`config.mk`:
```
export PLATFORM = sky130hd
export DESIGN_NAME = touch_panel_point_filter
export DESIGN_NICKNAME = d
export VERILOG_FILES = /design/src/rtl/tpf_pkg.sv /design/src/rtl/touch_panel_point_filter.sv /design/src/rtl/tpf_median_lane.sv /design/src/rtl/tpf_median.sv /design/src/rtl/tpf_axis_map.sv
export SDC_FILE = /design/constraint.sdc
export NUM_CORES = 2
export LEC_CHECK = 0
export BUFFER_PORTS_ARGS = -buffer_cell sky130_fd_sc_hd__buf_2
export CAP_MARGIN = 30
export CORE_MARGIN = 1
export CORE_UTILIZATION = 35
export DETAILED_ROUTE_END_ITERATION = 6
export HOLD_SLACK_MARGIN = 0.08
export PLACE_DENSITY_LB_ADDON = 0.12
export SYNTH_ARGS = -nofsm -noshare
export SYNTH_HDL_FRONTEND = slang
export SYNTH_SLANG_ARGS = --single-unit
```
`constraint.sdc`:
```
create_clock -name clk -period 14.8 [get_ports clk]
set_input_delay 0 -clock clk [delete_from_list [all_inputs] [get_ports clk]]
set_output_delay 0 -clock clk [all_outputs]
set_load 0.05 [all_outputs]
```
`src/rtl/tpf_pkg.sv`:
```
`timescale 1ns / 1ps
package tpf_pkg;

	localparam int FIELD_W = 12;
	localparam int DIM_W = 13;
	localparam int MAX_FIELDS = 5;
	localparam int GROUP_SAMPLES_DEF = 5;
	localparam int SAMPLE_BITS_DEF = 12;
	localparam int CFG_IDX_W = 3;
	localparam logic [DIM_W-1:0] DIM_MAX = 13'd4096;

	typedef logic [FIELD_W-1:0] field_t;
	typedef logic [DIM_W-1:0] dim_t;

	typedef enum logic [2:0] {
		KIND_PEN = 3'd0,
		KIND_Z1  = 3'd1,
		KIND_Z2  = 3'd2,
		KIND_X   = 3'd3,
		KIND_Y   = 3'd4
	} kind_t;

	typedef enum logic [CFG_IDX_W-1:0] {
		CFG_THRESH = 3'd0,
		CFG_X_LOW  = 3'd1,
		CFG_X_HIGH = 3'd2,
		CFG_Y_LOW  = 3'd3,
		CFG_Y_HIGH = 3'd4,
		CFG_WIDTH  = 3'd5,
		CFG_HEIGHT = 3'd6,
		CFG_ORIENT = 3'd7
	} cfg_idx_t;

	typedef struct packed {
		field_t lo;
		field_t hi;
		dim_t   dim;
	} axis_cfg_t;

	function automatic dim_t clamp_dim(input dim_t d);
		dim_t r;
		if (d == '0) r = dim_t'(1);
		else if (d > DIM_MAX) r = DIM_MAX;
		else r = d;
		return r;
	endfunction

	function automatic field_t clamp_coord(input logic signed [DIM_W:0] c, input dim_t dim);
		field_t r;
		dim_t dm1;
		dm1 = dim - dim_t'(1);
		if (c < 0) r = '0;
		else if ($unsigned(c) >= {1'b0, dim}) r = dm1[FIELD_W-1:0];
		else r = c[FIELD_W-1:0];
		return r;
	endfunction

endpackage

```
`src/rtl/touch_panel_point_filter.sv`:
```
`timescale 1ns / 1ps
// channel   direction  handshake            payload
// in        input      in_valid/in_ready    kind, pen_down, sample_a..sample_e
// out       output     out_valid/out_ready  pressed, point_x, point_y, pressure_one/two
// cfg       input      cfg_valid/cfg_ready  cfg_index, cfg_data
//
// Each word passes through capture, median and decision states, and through an emit
// state when it yields a result word. A Y group that yields a point adds the axis
// mapping: a direct result when both axes clamp, else a multiply, a 12-step restoring
// divide and a check of the done flags.
// in_ready is high only when the controller is idle; a finished result waits
// in the output register while the next word is taken, and the controller
// holds in its emit state while that register is still full.
// Reset clears FSM, flags and held Z1/Z2/X/point, loads defaults; no clearing pass.
module touch_panel_point_filter #(
	parameter int GROUP_SAMPLES = tpf_pkg::GROUP_SAMPLES_DEF,
	parameter int SAMPLE_BITS = tpf_pkg::SAMPLE_BITS_DEF
) (
	input  logic clk,
	input  logic arst_n,
	input  logic in_valid,
	output logic in_ready,
	input  logic [2:0] kind,
	input  logic pen_down,
	input  logic [11:0] sample_a,
	input  logic [11:0] sample_b,
	input  logic [11:0] sample_c,
	input  logic [11:0] sample_d,
	input  logic [11:0] sample_e,
	output logic out_valid,
	input  logic out_ready,
	output logic pressed,
	output logic [11:0] point_x,
	output logic [11:0] point_y,
	output logic [11:0] pressure_one,
	output logic [11:0] pressure_two,
	input  logic cfg_valid,
	output logic cfg_ready,
	input  logic [2:0] cfg_index,
	input  logic [12:0] cfg_data
);
	localparam int FW = tpf_pkg::FIELD_W;
	localparam int DW = tpf_pkg::DIM_W;

	typedef enum logic [2:0] {S_IDLE, S_MED, S_ACT, S_MAP, S_EMIT} state_t;

	state_t state_q;
	tpf_pkg::field_t thr_q, xlo_q, xhi_q, ylo_q, yhi_q;
	tpf_pkg::dim_t wid_q, hgt_q;
	logic [5:0] orient_q;

	logic [2:0] kind_q;
	logic pen_q;
	tpf_pkg::field_t smp_q [tpf_pkg::MAX_FIELDS];
	tpf_pkg::field_t med, med_q;
	tpf_pkg::field_t z1_q, z2_q, xmed_q, col_q, row_q;
	logic press_q;
	logic res_p_q;
	tpf_pkg::field_t res_z1_q, res_z2_q;

	logic out_valid_q, out_p_q;
	tpf_pkg::field_t out_x_q, out_y_q, out_z1_q, out_z2_q;

	tpf_pkg::dim_t w, h, mxd, myd;
	tpf_pkg::field_t rx, ry, cx, cy, ix, iy;
	logic signed [DW:0] sx, sy, px, py, mx, my;
	logic go, ps, done_x, done_y;
	tpf_pkg::axis_cfg_t xcfg, ycfg;

	assign in_ready = (state_q == S_IDLE);
	assign cfg_ready = 1'b1;
	assign out_valid = out_valid_q;
	assign pressed = out_p_q;
	assign point_x = out_x_q;
	assign point_y = out_y_q;
	assign pressure_one = out_z1_q;
	assign pressure_two = out_z2_q;

	tpf_median #(.GROUP_SAMPLES(GROUP_SAMPLES), .SAMPLE_BITS(SAMPLE_BITS)) u_median (
		.smp(smp_q),
		.med(med)
	);

	assign w = tpf_pkg::clamp_dim(wid_q);
	assign h = tpf_pkg::clamp_dim(hgt_q);
	assign mxd = w - tpf_pkg::dim_t'(1);
	assign myd = h - tpf_pkg::dim_t'(1);
	assign rx = orient_q[0] ? med_q : xmed_q;
	assign ry = orient_q[0] ? xmed_q : med_q;
	assign go = (state_q == S_ACT) && (kind_q == tpf_pkg::KIND_Y) && press_q;
	assign ps = (z1_q >= thr_q) && (med_q > z1_q);
	assign xcfg = '{lo: xlo_q, hi: xhi_q, dim: w};
	assign ycfg = '{lo: ylo_q, hi: yhi_q, dim: h};

	tpf_axis_map u_map_x (
		.clk(clk), .arst_n(arst_n), .start(go), .v(rx), .acfg(xcfg),
		.done(done_x), .coord(cx)
	);
	tpf_axis_map u_map_y (
		.clk(clk), .arst_n(arst_n), .start(go), .v(ry), .acfg(ycfg),
		.done(done_y), .coord(cy)
	);

	always_comb begin
		ix = orient_q[1] ? (mxd[FW-1:0] - cx) : cx;
		iy = orient_q[2] ? (myd[FW-1:0] - cy) : cy;
		px = $signed({2'b00, ix});
		py = $signed({2'b00, iy});
		mx = $signed({1'b0, mxd});
		my = $signed({1'b0, myd});
		case (orient_q[4:3])
			2'd1: begin
				sx = mx - py;
				sy = px;
			end
			2'd2: begin
				sx = mx - px;
				sy = my - py;
			end
			2'd3: begin
				sx = py;
				sy = my - px;
			end
			default: begin
				sx = px;
				sy = py;
			end
		endcase
	end

	always_ff @(posedge clk or negedge arst_n) begin
		if (!arst_n) begin
			thr_q <= '0;
			xlo_q <= '0;
			xhi_q <= 12'd4095;
			ylo_q <= '0;
			yhi_q <= 12'd4095;
			wid_q <= 13'd320;
			hgt_q <= 13'd240;
			orient_q <= '0;
		end else if (cfg_valid) begin
			unique case (tpf_pkg::cfg_idx_t'(cfg_index))
				tpf_pkg::CFG_THRESH: thr_q <= cfg_data[FW-1:0];
				tpf_pkg::CFG_X_LOW:  xlo_q <= cfg_data[FW-1:0];
				tpf_pkg::CFG_X_HIGH: xhi_q <= cfg_data[FW-1:0];
				tpf_pkg::CFG_Y_LOW:  ylo_q <= cfg_data[FW-1:0];
				tpf_pkg::CFG_Y_HIGH: yhi_q <= cfg_data[FW-1:0];
				tpf_pkg::CFG_WIDTH:  wid_q <= cfg_data;
				tpf_pkg::CFG_HEIGHT: hgt_q <= cfg_data;
				tpf_pkg::CFG_ORIENT: orient_q <= cfg_data[5:0];
				default: ;
			endcase
		end
	end

	always_ff @(posedge clk or negedge arst_n) begin
		if (!arst_n) begin
			state_q <= S_IDLE;
			z1_q <= '0;
			z2_q <= '0;
			xmed_q <= '0;
			col_q <= '0;
			row_q <= '0;
			press_q <= 1'b0;
			out_valid_q <= 1'b0;
		end else begin
			if (out_valid_q && out_ready && state_q != S_EMIT) out_valid_q <= 1'b0;
			unique case (state_q)
				S_IDLE: begin
					if (in_valid) begin
						kind_q <= kind;
						pen_q <= pen_down;
						smp_q[0] <= sample_a;
						smp_q[1] <= sample_b;
						smp_q[2] <= sample_c;
						smp_q[3] <= sample_d;
						smp_q[4] <= sample_e;
						state_q <= S_MED;
					end
				end
				S_MED: begin
					med_q <= med;
					state_q <= S_ACT;
				end
				S_ACT: begin
					state_q <= S_IDLE;
					res_p_q <= 1'b0;
					case (kind_q)
						tpf_pkg::KIND_PEN: begin
							press_q <= 1'b0;
							if (orient_q[5] && !pen_q) begin
								res_z1_q <= '0;
								res_z2_q <= '0;
								state_q <= S_EMIT;
							end
						end
						tpf_pkg::KIND_Z1: begin
							z1_q <= med_q;
							press_q <= 1'b0;
						end
						tpf_pkg::KIND_Z2: begin
							z2_q <= med_q;
							press_q <= ps;
							if (!ps) begin
								res_z1_q <= z1_q;
								res_z2_q <= med_q;
								state_q <= S_EMIT;
							end
						end
						tpf_pkg::KIND_X: xmed_q <= med_q;
						tpf_pkg::KIND_Y: begin
							if (press_q) begin
								press_q <= 1'b0;
								state_q <= S_MAP;
							end
						end
						default: ;
					endcase
				end
				S_MAP: begin
					if (done_x && done_y) begin
						col_q <= tpf_pkg::clamp_coord(sx, w);
						row_q <= tpf_pkg::clamp_coord(sy, h);
						res_p_q <= 1'b1;
						res_z1_q <= z1_q;
						res_z2_q <= z2_q;
						state_q <= S_EMIT;
					end
				end
				S_EMIT: begin
					if (!out_valid_q || out_ready) begin
						out_valid_q <= 1'b1;
						out_p_q <= res_p_q;
						out_x_q <= col_q;
						out_y_q <= row_q;
						out_z1_q <= res_z1_q;
						out_z2_q <= res_z2_q;
						state_q <= S_IDLE;
					end
				end
				default: state_q <= S_IDLE;
			endcase
		end
	end
endmodule

```
`src/rtl/tpf_median_lane.sv`:
```
`timescale 1ns / 1ps
module tpf_median_lane #(
	parameter int NS = 5,
	parameter int LANE = 0
) (
	input  tpf_pkg::field_t smp [NS],
	output logic [$clog2(NS)-1:0] rank
);
	localparam int RW = $clog2(NS);

	always_comb begin
		rank = '0;
		for (int j = 0; j < NS; j++) begin
			if (j < LANE) begin
				if (smp[j] <= smp[LANE]) rank = rank + RW'(1);
			end else if (j > LANE) begin
				if (smp[j] < smp[LANE]) rank = rank + RW'(1);
			end
		end
	end
endmodule

```
`src/rtl/tpf_median.sv`:
```
`timescale 1ns / 1ps
module tpf_median #(
	parameter int GROUP_SAMPLES = tpf_pkg::GROUP_SAMPLES_DEF,
	parameter int SAMPLE_BITS = tpf_pkg::SAMPLE_BITS_DEF
) (
	input  tpf_pkg::field_t smp [tpf_pkg::MAX_FIELDS],
	output tpf_pkg::field_t med
);
	localparam int NS = (GROUP_SAMPLES < tpf_pkg::MAX_FIELDS) ? GROUP_SAMPLES
		: tpf_pkg::MAX_FIELDS;
	localparam int RW = $clog2(NS);
	localparam int MB = (SAMPLE_BITS < tpf_pkg::FIELD_W) ? SAMPLE_BITS : tpf_pkg::FIELD_W;
	localparam tpf_pkg::field_t SMASK = tpf_pkg::FIELD_W'((64'd1 << MB) - 64'd1);

	tpf_pkg::field_t v [NS];
	logic [RW-1:0] rank [NS];

	always_comb begin
		for (int i = 0; i < NS; i++) v[i] = smp[i] & SMASK;
	end

	for (genvar g = 0; g < NS; g++) begin : g_lane
		tpf_median_lane #(.NS(NS), .LANE(g)) u_lane (.smp(v), .rank(rank[g]));
	end

	always_comb begin
		med = '0;
		for (int i = 0; i < NS; i++) begin
			if (rank[i] == RW'(NS / 2)) med = med | v[i];
		end
	end
endmodule

```
`src/rtl/tpf_axis_map.sv`:
```
`timescale 1ns / 1ps
module tpf_axis_map (
	input  logic clk,
	input  logic arst_n,
	input  logic start,
	input  tpf_pkg::field_t v,
	input  tpf_pkg::axis_cfg_t acfg,
	output logic done,
	output tpf_pkg::field_t coord
);
	localparam int FW = tpf_pkg::FIELD_W;
	localparam int CW = $clog2(FW);

	typedef enum logic [1:0] {M_IDLE, M_MUL, M_DIV} mstate_t;

	mstate_t state_q;
	logic done_q;
	tpf_pkg::field_t diff_q, den_q, dm1_q, rem_q, low_q, coord_q;
	logic [CW-1:0] cnt_q;
	logic [2*FW-1:0] prod;
	logic [FW:0] trial;
	tpf_pkg::dim_t dm1;

	assign dm1 = acfg.dim - tpf_pkg::dim_t'(1);
	assign prod = diff_q * dm1_q;
	assign trial = {rem_q, low_q[FW-1]};
	assign done = done_q;
	assign coord = coord_q;

	always_ff @(posedge clk or negedge arst_n) begin
		if (!arst_n) begin
			state_q <= M_IDLE;
			done_q <= 1'b0;
			cnt_q <= '0;
		end else begin
			unique case (state_q)
				M_IDLE: begin
					if (start) begin
						done_q <= 1'b1;
						if (acfg.hi <= acfg.lo) begin
							coord_q <= ({1'b0, v} < acfg.dim) ? v : dm1[FW-1:0];
						end else if (v <= acfg.lo) begin
							coord_q <= '0;
						end else if (v >= acfg.hi) begin
							coord_q <= dm1[FW-1:0];
						end else begin
							done_q <= 1'b0;
							diff_q <= v - acfg.lo;
							den_q <= acfg.hi - acfg.lo;
							dm1_q <= dm1[FW-1:0];
							state_q <= M_MUL;
						end
					end
				end
				M_MUL: begin
					rem_q <= prod[2*FW-1:FW];
					low_q <= prod[FW-1:0];
					cnt_q <= '0;
					state_q <= M_DIV;
				end
				M_DIV: begin
					if (trial >= {1'b0, den_q}) begin
						rem_q <= FW'(trial - {1'b0, den_q});
						low_q <= {low_q[FW-2:0], 1'b1};
					end else begin
						rem_q <= trial[FW-1:0];
						low_q <= {low_q[FW-2:0], 1'b0};
					end
					cnt_q <= cnt_q + CW'(1);
					if (cnt_q == CW'(FW - 1)) begin
						state_q <= M_IDLE;
						done_q <= 1'b1;
						coord_q <= {low_q[FW-2:0], (trial >= {1'b0, den_q})};
					end
				end
				default: state_q <= M_IDLE;
			endcase
		end
	end
endmodule

```
Word level (Yosys, flattened, before mapping)
Index checks and enable logic that the tools add are counted.

storage, ports and cells
  latch bits = 0
  input port bits = 85
  register bits = 465
  memories = 0
  bits in read-only memories = 0
  RAM bits = 0

cells by class
  $mul = 2
  eq/ne operators = 48
  order comparisons = 38
  shift-type cells = 0
  add/sub/neg operators = 31
  bitwise gates (word level) = 10
  multiplexer cells = 110
  divide/modulo/power cells = 0
  reduce and logical (&&, ||, !) cells = 53

operators by type and width
  kind                     number
  $mux W12                 32
  $pmux W12 S2             10
  $le A12 B12 Y1           14
  $lt A12 B12 Y1           10
  $sub A12 B12 Y12         8
  $pmux W14 S3             2
  $mux W3                  20
  $sub A13 B12 Y14         4
  $mux W13                 4
  $mul A12 B12 Y24         2
  $or A12 B12 Y12          4
  $add A3 B1 Y3 const B    15
  $ge A12 B12 Y1           3
  $eq A3 B2 Y1 const B     11
  $reduce_and A2 Y1        16
  $ge A14 B13 Y1           2
  $lt A14 B1 Y1 const B    2
  $ge A13 B12 Y1           2
  $gt A13 B13 Y1 const B   2
  $logic_not A13 Y1        2
  $lt A12 B13 Y1           2
  $sub A13 B1 Y13 const B  2
  $mux W2                  11
  $ne A2 B2 Y1 const B     11
  28 further kinds         101

Longest topological paths before layout
  word-level depth = 18
  gate-level depth with buffers = 36
  depth with buffers taken out = 33

Cells and area by module
A second synthesis with hierarchy kept.

second synthesis, totals
  cell total of the unflattened synthesis = 4475
  area, all modules = 43679.4 um2

modules (own cells, without submodules)
  module                                        area an instance (um2)  cells an instance  instances
  touch_panel_point_filter                      16422.0                 1441               1
  tpf_axis_map at u_map_x                       10615.2                 1161               1
  tpf_axis_map at u_map_y                       10368.7                 1127               1
  tpf_median_lane at u_median.g_lane[4].u_lane  1229.9                  144                1
  tpf_median_lane at u_median.g_lane[2].u_lane  1192.4                  139                1
  tpf_median_lane at u_median.g_lane[1].u_lane  1181.1                  141                1
  tpf_median_lane at u_median.g_lane[3].u_lane  1169.9                  139                1
  tpf_median_lane at u_median.g_lane[0].u_lane  1126.1                  134                1
  tpf_median                                    374.1                   49                 1

Worst setup path after synthesis
Ideal clock, no wire load.

  kind = flip-flop to flip-flop
  from = register hgt_q[3]
  to = register col_q[11]
  arrival = 7.124 ns
  slack = 7.555 ns
  clock period less this slack = 7.245 ns
  stages on the path, launching flop included = 34
  library setup time = 0.121 ns
  cells stage by stage = dfrtp_1 or4_4 nor4_1 nor2_1 nor2_1 inv_1 ha_1 clkbuf_1 nor3b_1 o21ai_0 ha_1 or4_1 o21ai_0 a211oi_1 o32a_1 o211ai_2 xnor2_1 nand2_1 o21ai_0 ha_1 a211o_1 a311oi_1 o311ai_0 a311oi_1 nor2_1 ha_1 o21ai_0 a21oi_1 or3_1 clkbuf_1 buf_1 nand2_1 o31ai_1 a22o_1

on the way
  word-level cells in the longest chain between the ends = 11
  elaborated cells between the ends (all ways) = 13

ends and longest elaborated chain
  item                    RTL line                         RTL
  from (decl)             touch_panel_point_filter.sv:49   tpf_pkg::dim_t wid_q, hgt_q;
  from (signal assigned)  touch_panel_point_filter.sv:149  tpf_pkg::CFG_HEIGHT: hgt_q <= cfg_data;
  $gt A13 B13 Y1          tpf_pkg.sv:43                    else if (d > DIM_MAX) r = DIM_MAX;
  $mux W13                tpf_pkg.sv:43
  $mux W13 *              tpf_pkg.sv:42                    if (d == '0) r = dim_t'(1);
  $sub A13 B1 Y13 *       --
  net myd[0]              touch_panel_point_filter.sv:64   tpf_pkg::dim_t w, h, mxd, myd;
  $sub A12 B12 Y12 *      touch_panel_point_filter.sv:106  iy = orient_q[2] ? (myd[FW-1:0] - cy) : cy;
  $mux W12 *              touch_panel_point_filter.sv:106
  $sub A13 B12 Y14        touch_panel_point_filter.sv:113  sx = mx - py;
  $pmux W14 S3 *          touch_panel_point_filter.sv:111  case (orient_q[4:3])
  $ge A14 B13 Y1          tpf_pkg.sv:53                    else if ($unsigned(c) >= {1'b0, dim}) r = dm1[FIELD_W-1:0];
  $mux W12                tpf_pkg.sv:53
  $mux W12 *              tpf_pkg.sv:52                    if (c < 0) r = '0;
  to (signal assigned)    touch_panel_point_filter.sv:222  col_q <= tpf_pkg::clamp_coord(sx, w);
  to (decl)               touch_panel_point_filter.sv:56   tpf_pkg::field_t z1_q, z2_q, xmed_q, col_q, row_q;

Mark *: on every way through the listed nets, which the timed path passes. The rest lies on a longest branch.
A chain may end at the register's enable or synchronous reset.

Final worst setup path
  from = register hgt_q[3]
  to = register col_q[3]

Same word-level chain as after synthesis.

==> out/results.txt <==
The cell at the root of the clock tree is clkbuf_16. Setup violations remaining at the end of the flow were counted as 0. Entering global routing, the biggest net connects 70 pins. Synthesis inferred 465 register bits.

Clock net sink count: 465. The total overflow left after global routing is 0. The run finished, with violations left. The via count of the first global-routing pass is 29875.

The largest registers in the layout are smp_q: 60 flops, hgt_q: 13 flops, wid_q: 13 flops. The worst clock skew came out at 0.0332 ns. STA classifies the critical path startpoint as a register.

For the pin with the worst max-slew slack, the measured transition is 1.04 ns. The final critical path time including I/O delays and setup is 8.35 ns. Wires add up to 113 mm. The number of flops mapped to enable cells by yosys was 294. Worst max-slew margin expressed relative to the limit: 0.297. For the initial cell density of the core, the log shows 0.354.

The delay of the slowest critical-path stage is 0.59 ns, and the detailed-route wire length per cell is 19.6 um. In this run the tool buffered the top-level ports with 135 buffer cells. For the power share of the combinational group, the log shows 0.475. The relative contribution of sequential cells to total power was 0.286; the global routing usage summed across all routing layers was 0.203.

For this design the total switching power over the nets is 2.49 mW. The tools report the layout filler cell count as 10996. The die is 337 um tall. The register with the most flip-flops in the layout has 60 of them. CTS built an H-tree with a depth of 2.

The floorplan step defined a die boundary enclosing 113000 um^2. The tools report the net count reported at finish as 5017. The maximum fanout count along the critical path is 17, and the period utilization is 0.564. smp_q holds more flip-flops than any other register. The most common cell type on the critical path was ha_1.

Final-report hold violation count: 0. The count of buffering cells on the critical path with inverters included came out at 1. The run gives 0 as the number of slew-limit violations in the final report. The most critical setup path has its startpoint at hgt_q[3]. The slowest cell on the critical path was or3_1. Among cell families on the critical path, the largest total delay comes from compound AO/OA/AOI/OAI gates. The switching portion of total power is 0.394, and the number of vias after detailed routing is 29390.

The Yosys step of the flow raised 0 warnings. Setup repair after global routing left no endpoint under its margin. The detail-routed via count per cell was 5.09. The clock passes through at most 3 buffers.

The fraction of layout cells with a size suffix above 1 works out to 0.0991. Synthesis produced a netlist with a net count of 4761. The clock edge transition at the registers on the reported setup and hold paths came out at 0.06 ns. Compared with the post-synthesis result, the final layout area differs by 15.3%. The reg-to-reg critical path startpoint is hgt_q[3]. The number of distinct library cells after synthesis came out at 84. Data arrives at the worst endpoint at 8.87 ns.

Averaged over all synthesized cells, the footprint is 9.87 um^2. In the final timing run, aggregate negative setup slack is 0 ns. In this run the most critical hold path is launched from cfg_index[2].

Before antenna repair, the detailed router went through 7 iterations. Across the VDD grid, the largest voltage drop is 0.0912 mV. The wire-length estimate of the detail-placed layout is 87.1 mm. The post-synthesis sequential area ratio was 0.335. The residual DRC count is 1. Worst hold path class: input port to register. STA classifies the critical path endpoint as a register.

For the count of nets left with antenna violations after detail routing, the log shows 0. The tools report the reported max-cap violation count as 0. Across all hold checks on the routed design, the worst slack comes to 0.139 ns.

Synthesis produced 3979 cells. The power per cell area is 139 nW/um^2, and the clock buffer count from CTS is 54. At the worst endpoint, the required time is 15.32 ns. First-pass GRT wire length: 177 mm. Based on the critical path, the design can be clocked at up to 0.120 GHz.

The final design utilization is 0.408, and the cell leakage power is 20.5 nW. At the later pin of the worst-skew pair, clock insertion delay measures 0.64 ns. The number of standard-cell rows in the floorplan was 122. TritonCTS built the clock tree.

The checks that failed: DRC. For the initial antenna violation count, the log shows 14. Routability-driven placement finished with a final weighted congestion of 0.876. The proportion of register bits with asynchronous set or reset after synthesis is 0.368, and the internal portion of total power is 3.83 mW. The number of I/O pins is 137. For this run, the leading register cell type out of synthesis is edfxtp_1. The share of total power in the clock network was 0.239. The floorplan die width was 337 um. Summing every instance area after synthesis gives 39300 um^2.

The tools report the number of design-rule violations left by the first detailed-router iteration as 1810. The worst setup path is of the register to register kind. After floorplanning, the core was sized to cover 111000 um^2.
==> timing repair <==
action / 4_1_cts / 5_1_grt
buffers inserted: 0 / 0
endpoints found under the hold margin: 274 / 0
hold buffers: 157 / 0
resized for setup: 0 / 0
==> worst min-delay path, cell delays in order <==
cell and delay, ns:
buf_2 0.14, nand2b_1 0.19, nor3_2 0.05, buf_4 0.20
o21ai_0 0.15
==> synthesized netlist by cell type, types with 17 or more instances <==
cell type / number / area (um^2)
o21a_1: 51 / 383
and2_1: 102 / 638
a21oi_1: 173 / 866
o31ai_1: 17 / 128
a21o_1: 95 / 713
ha_1: 487 / 6090
dfrtp_1: 141 / 3530
a221o_1: 18 / 180
nor2_1: 180 / 676
o21ai_0: 223 / 1120
a31oi_1: 21 / 131
inv_1: 513 / 1930
clkbuf_1: 119 / 447
nand2_1: 444 / 1670
fa_1: 210 / 4200
a22o_1: 17 / 149
nand2b_1: 39 / 244
edfxtp_1: 294 / 8830
nand4_1: 55 / 344
nor3_1: 51 / 255
xnor2_1: 82 / 718
or3_1: 21 / 131
mux2_2: 102 / 1150
dfstp_2: 30 / 788
xor2_1: 52 / 455
a211oi_1: 20 / 150
nor2b_1: 46 / 288
o221ai_1: 27 / 236
mux2i_1: 64 / 641
nand3_1: 32 / 160
==> cell families (layout without fill, tap and decap cells) <==
| family | count (synthesis) | in the layout | share of synthesized area |
|---|---|---|---|
| simple gates | 1048 | 1048 | 0.127 |
| compound gates | 818 | 818 | 0.137 |
| buf+inv | 649 | 949 | 0.0625 |
| other cells | 1 | 4 | 0.0000955 |
| mux | 167 | 167 | 0.0462 |
| flops | 465 | 465 | 0.335 |
| xor+xnor | 134 | 134 | 0.0299 |
| fa+ha+maj | 697 | 697 | 0.262 |
==> area by class of cell <==
type / count / area, um^2 / area share
well taps: 1488 / 1860 / 0.0411
flip-flops and latches: 465 / 13100 / 0.290
clock buffers: 63 / 1400 / 0.0308
inverters: 517 / 1940 / 0.0429
clock inverters: 37 / 582 / 0.0129
multi-input cells: 2865 / 23700 / 0.524
diodes: 3 / 7.51 / 0.000166
repair buffers: 332 / 2620 / 0.0579
==> through the flow <==
stage / area, um^2 / std cells / setup slack [ns] / power (mW)
final: 45300 / 5770 / 6.45 / 6.31
after global routing: 45300 / 5769 / 5.93 / 6.78
after CTS: 45200 / 5766 / 6.48 / 6.35
after detailed placement: 41700 / 5509 / 6.50 / 4.77
after global placement: 41600 / 5503 / 6.57 / 4.75
after floorplan: 39300 / 3979 / 7.55 / 3.93
==> final timing paths <==
path                                        end  slack [ns]  depth (start not counted)
worst max-delay path                   col_q[3]        6.45                         28
worst max register to register         col_q[3]        6.45                         28
worst min-delay path                   thr_q[5]        0.14                          5
min in group asynchronous             col_q[11]        0.52                          4
max in group asynchronous             yhi_q[11]       13.09                          5
worst min register to register  pressure_two[2]        0.42                          0
==> power groups by stage <==
stage | clock network, mW | registers, mW | logic [mW]
after CTS | 1.55 | 1.80 | 3.00
final | 1.51 | 1.80 | 3.00
after detailed placement | 0 | 1.83 | 2.94
after floorplan | 0 | 1.77 | 2.16
after global routing | 1.60 | 1.83 | 3.35
after global placement | 0 | 1.83 | 2.92
==> cells in the final DEF, fill, tap and decap left out, drive strengths merged, types with 18 or more instances in the layout <==
cell,synthesis,routed
mux2i,64,64
fa,210,210
a21oi,173,173
a211oi,20,20
ha,487,487
nand3,32,32
mux2,102,102
o21ai,223,223
o221ai,27,27
a21o,95,95
dfstp,30,30
nand2b,39,39
dfrtp,141,141
edfxtp,294,294
nand2,444,444
a31oi,21,21
clkbuf,119,64
inv,513,517
xor2,52,52
dlygate4sd3,0,156
or3,21,21
nor2,180,180
nor3,51,51
xnor2,82,82
clkinv,4,23
and2,102,102
nor2b,46,46
buf,13,175
o21a,51,51
nand4,55,55
a221o,18,18
==> layer usage <==
layer	track usage	vias up	routed length (um)
li1	-	14418	-
met1	0.285	14300	54300
met2	0.327	521	51200
met3	0.0332	133	5370
met4	0.0419	18	2150
met5	0	-	115
(Power assumes the default switching activity.)
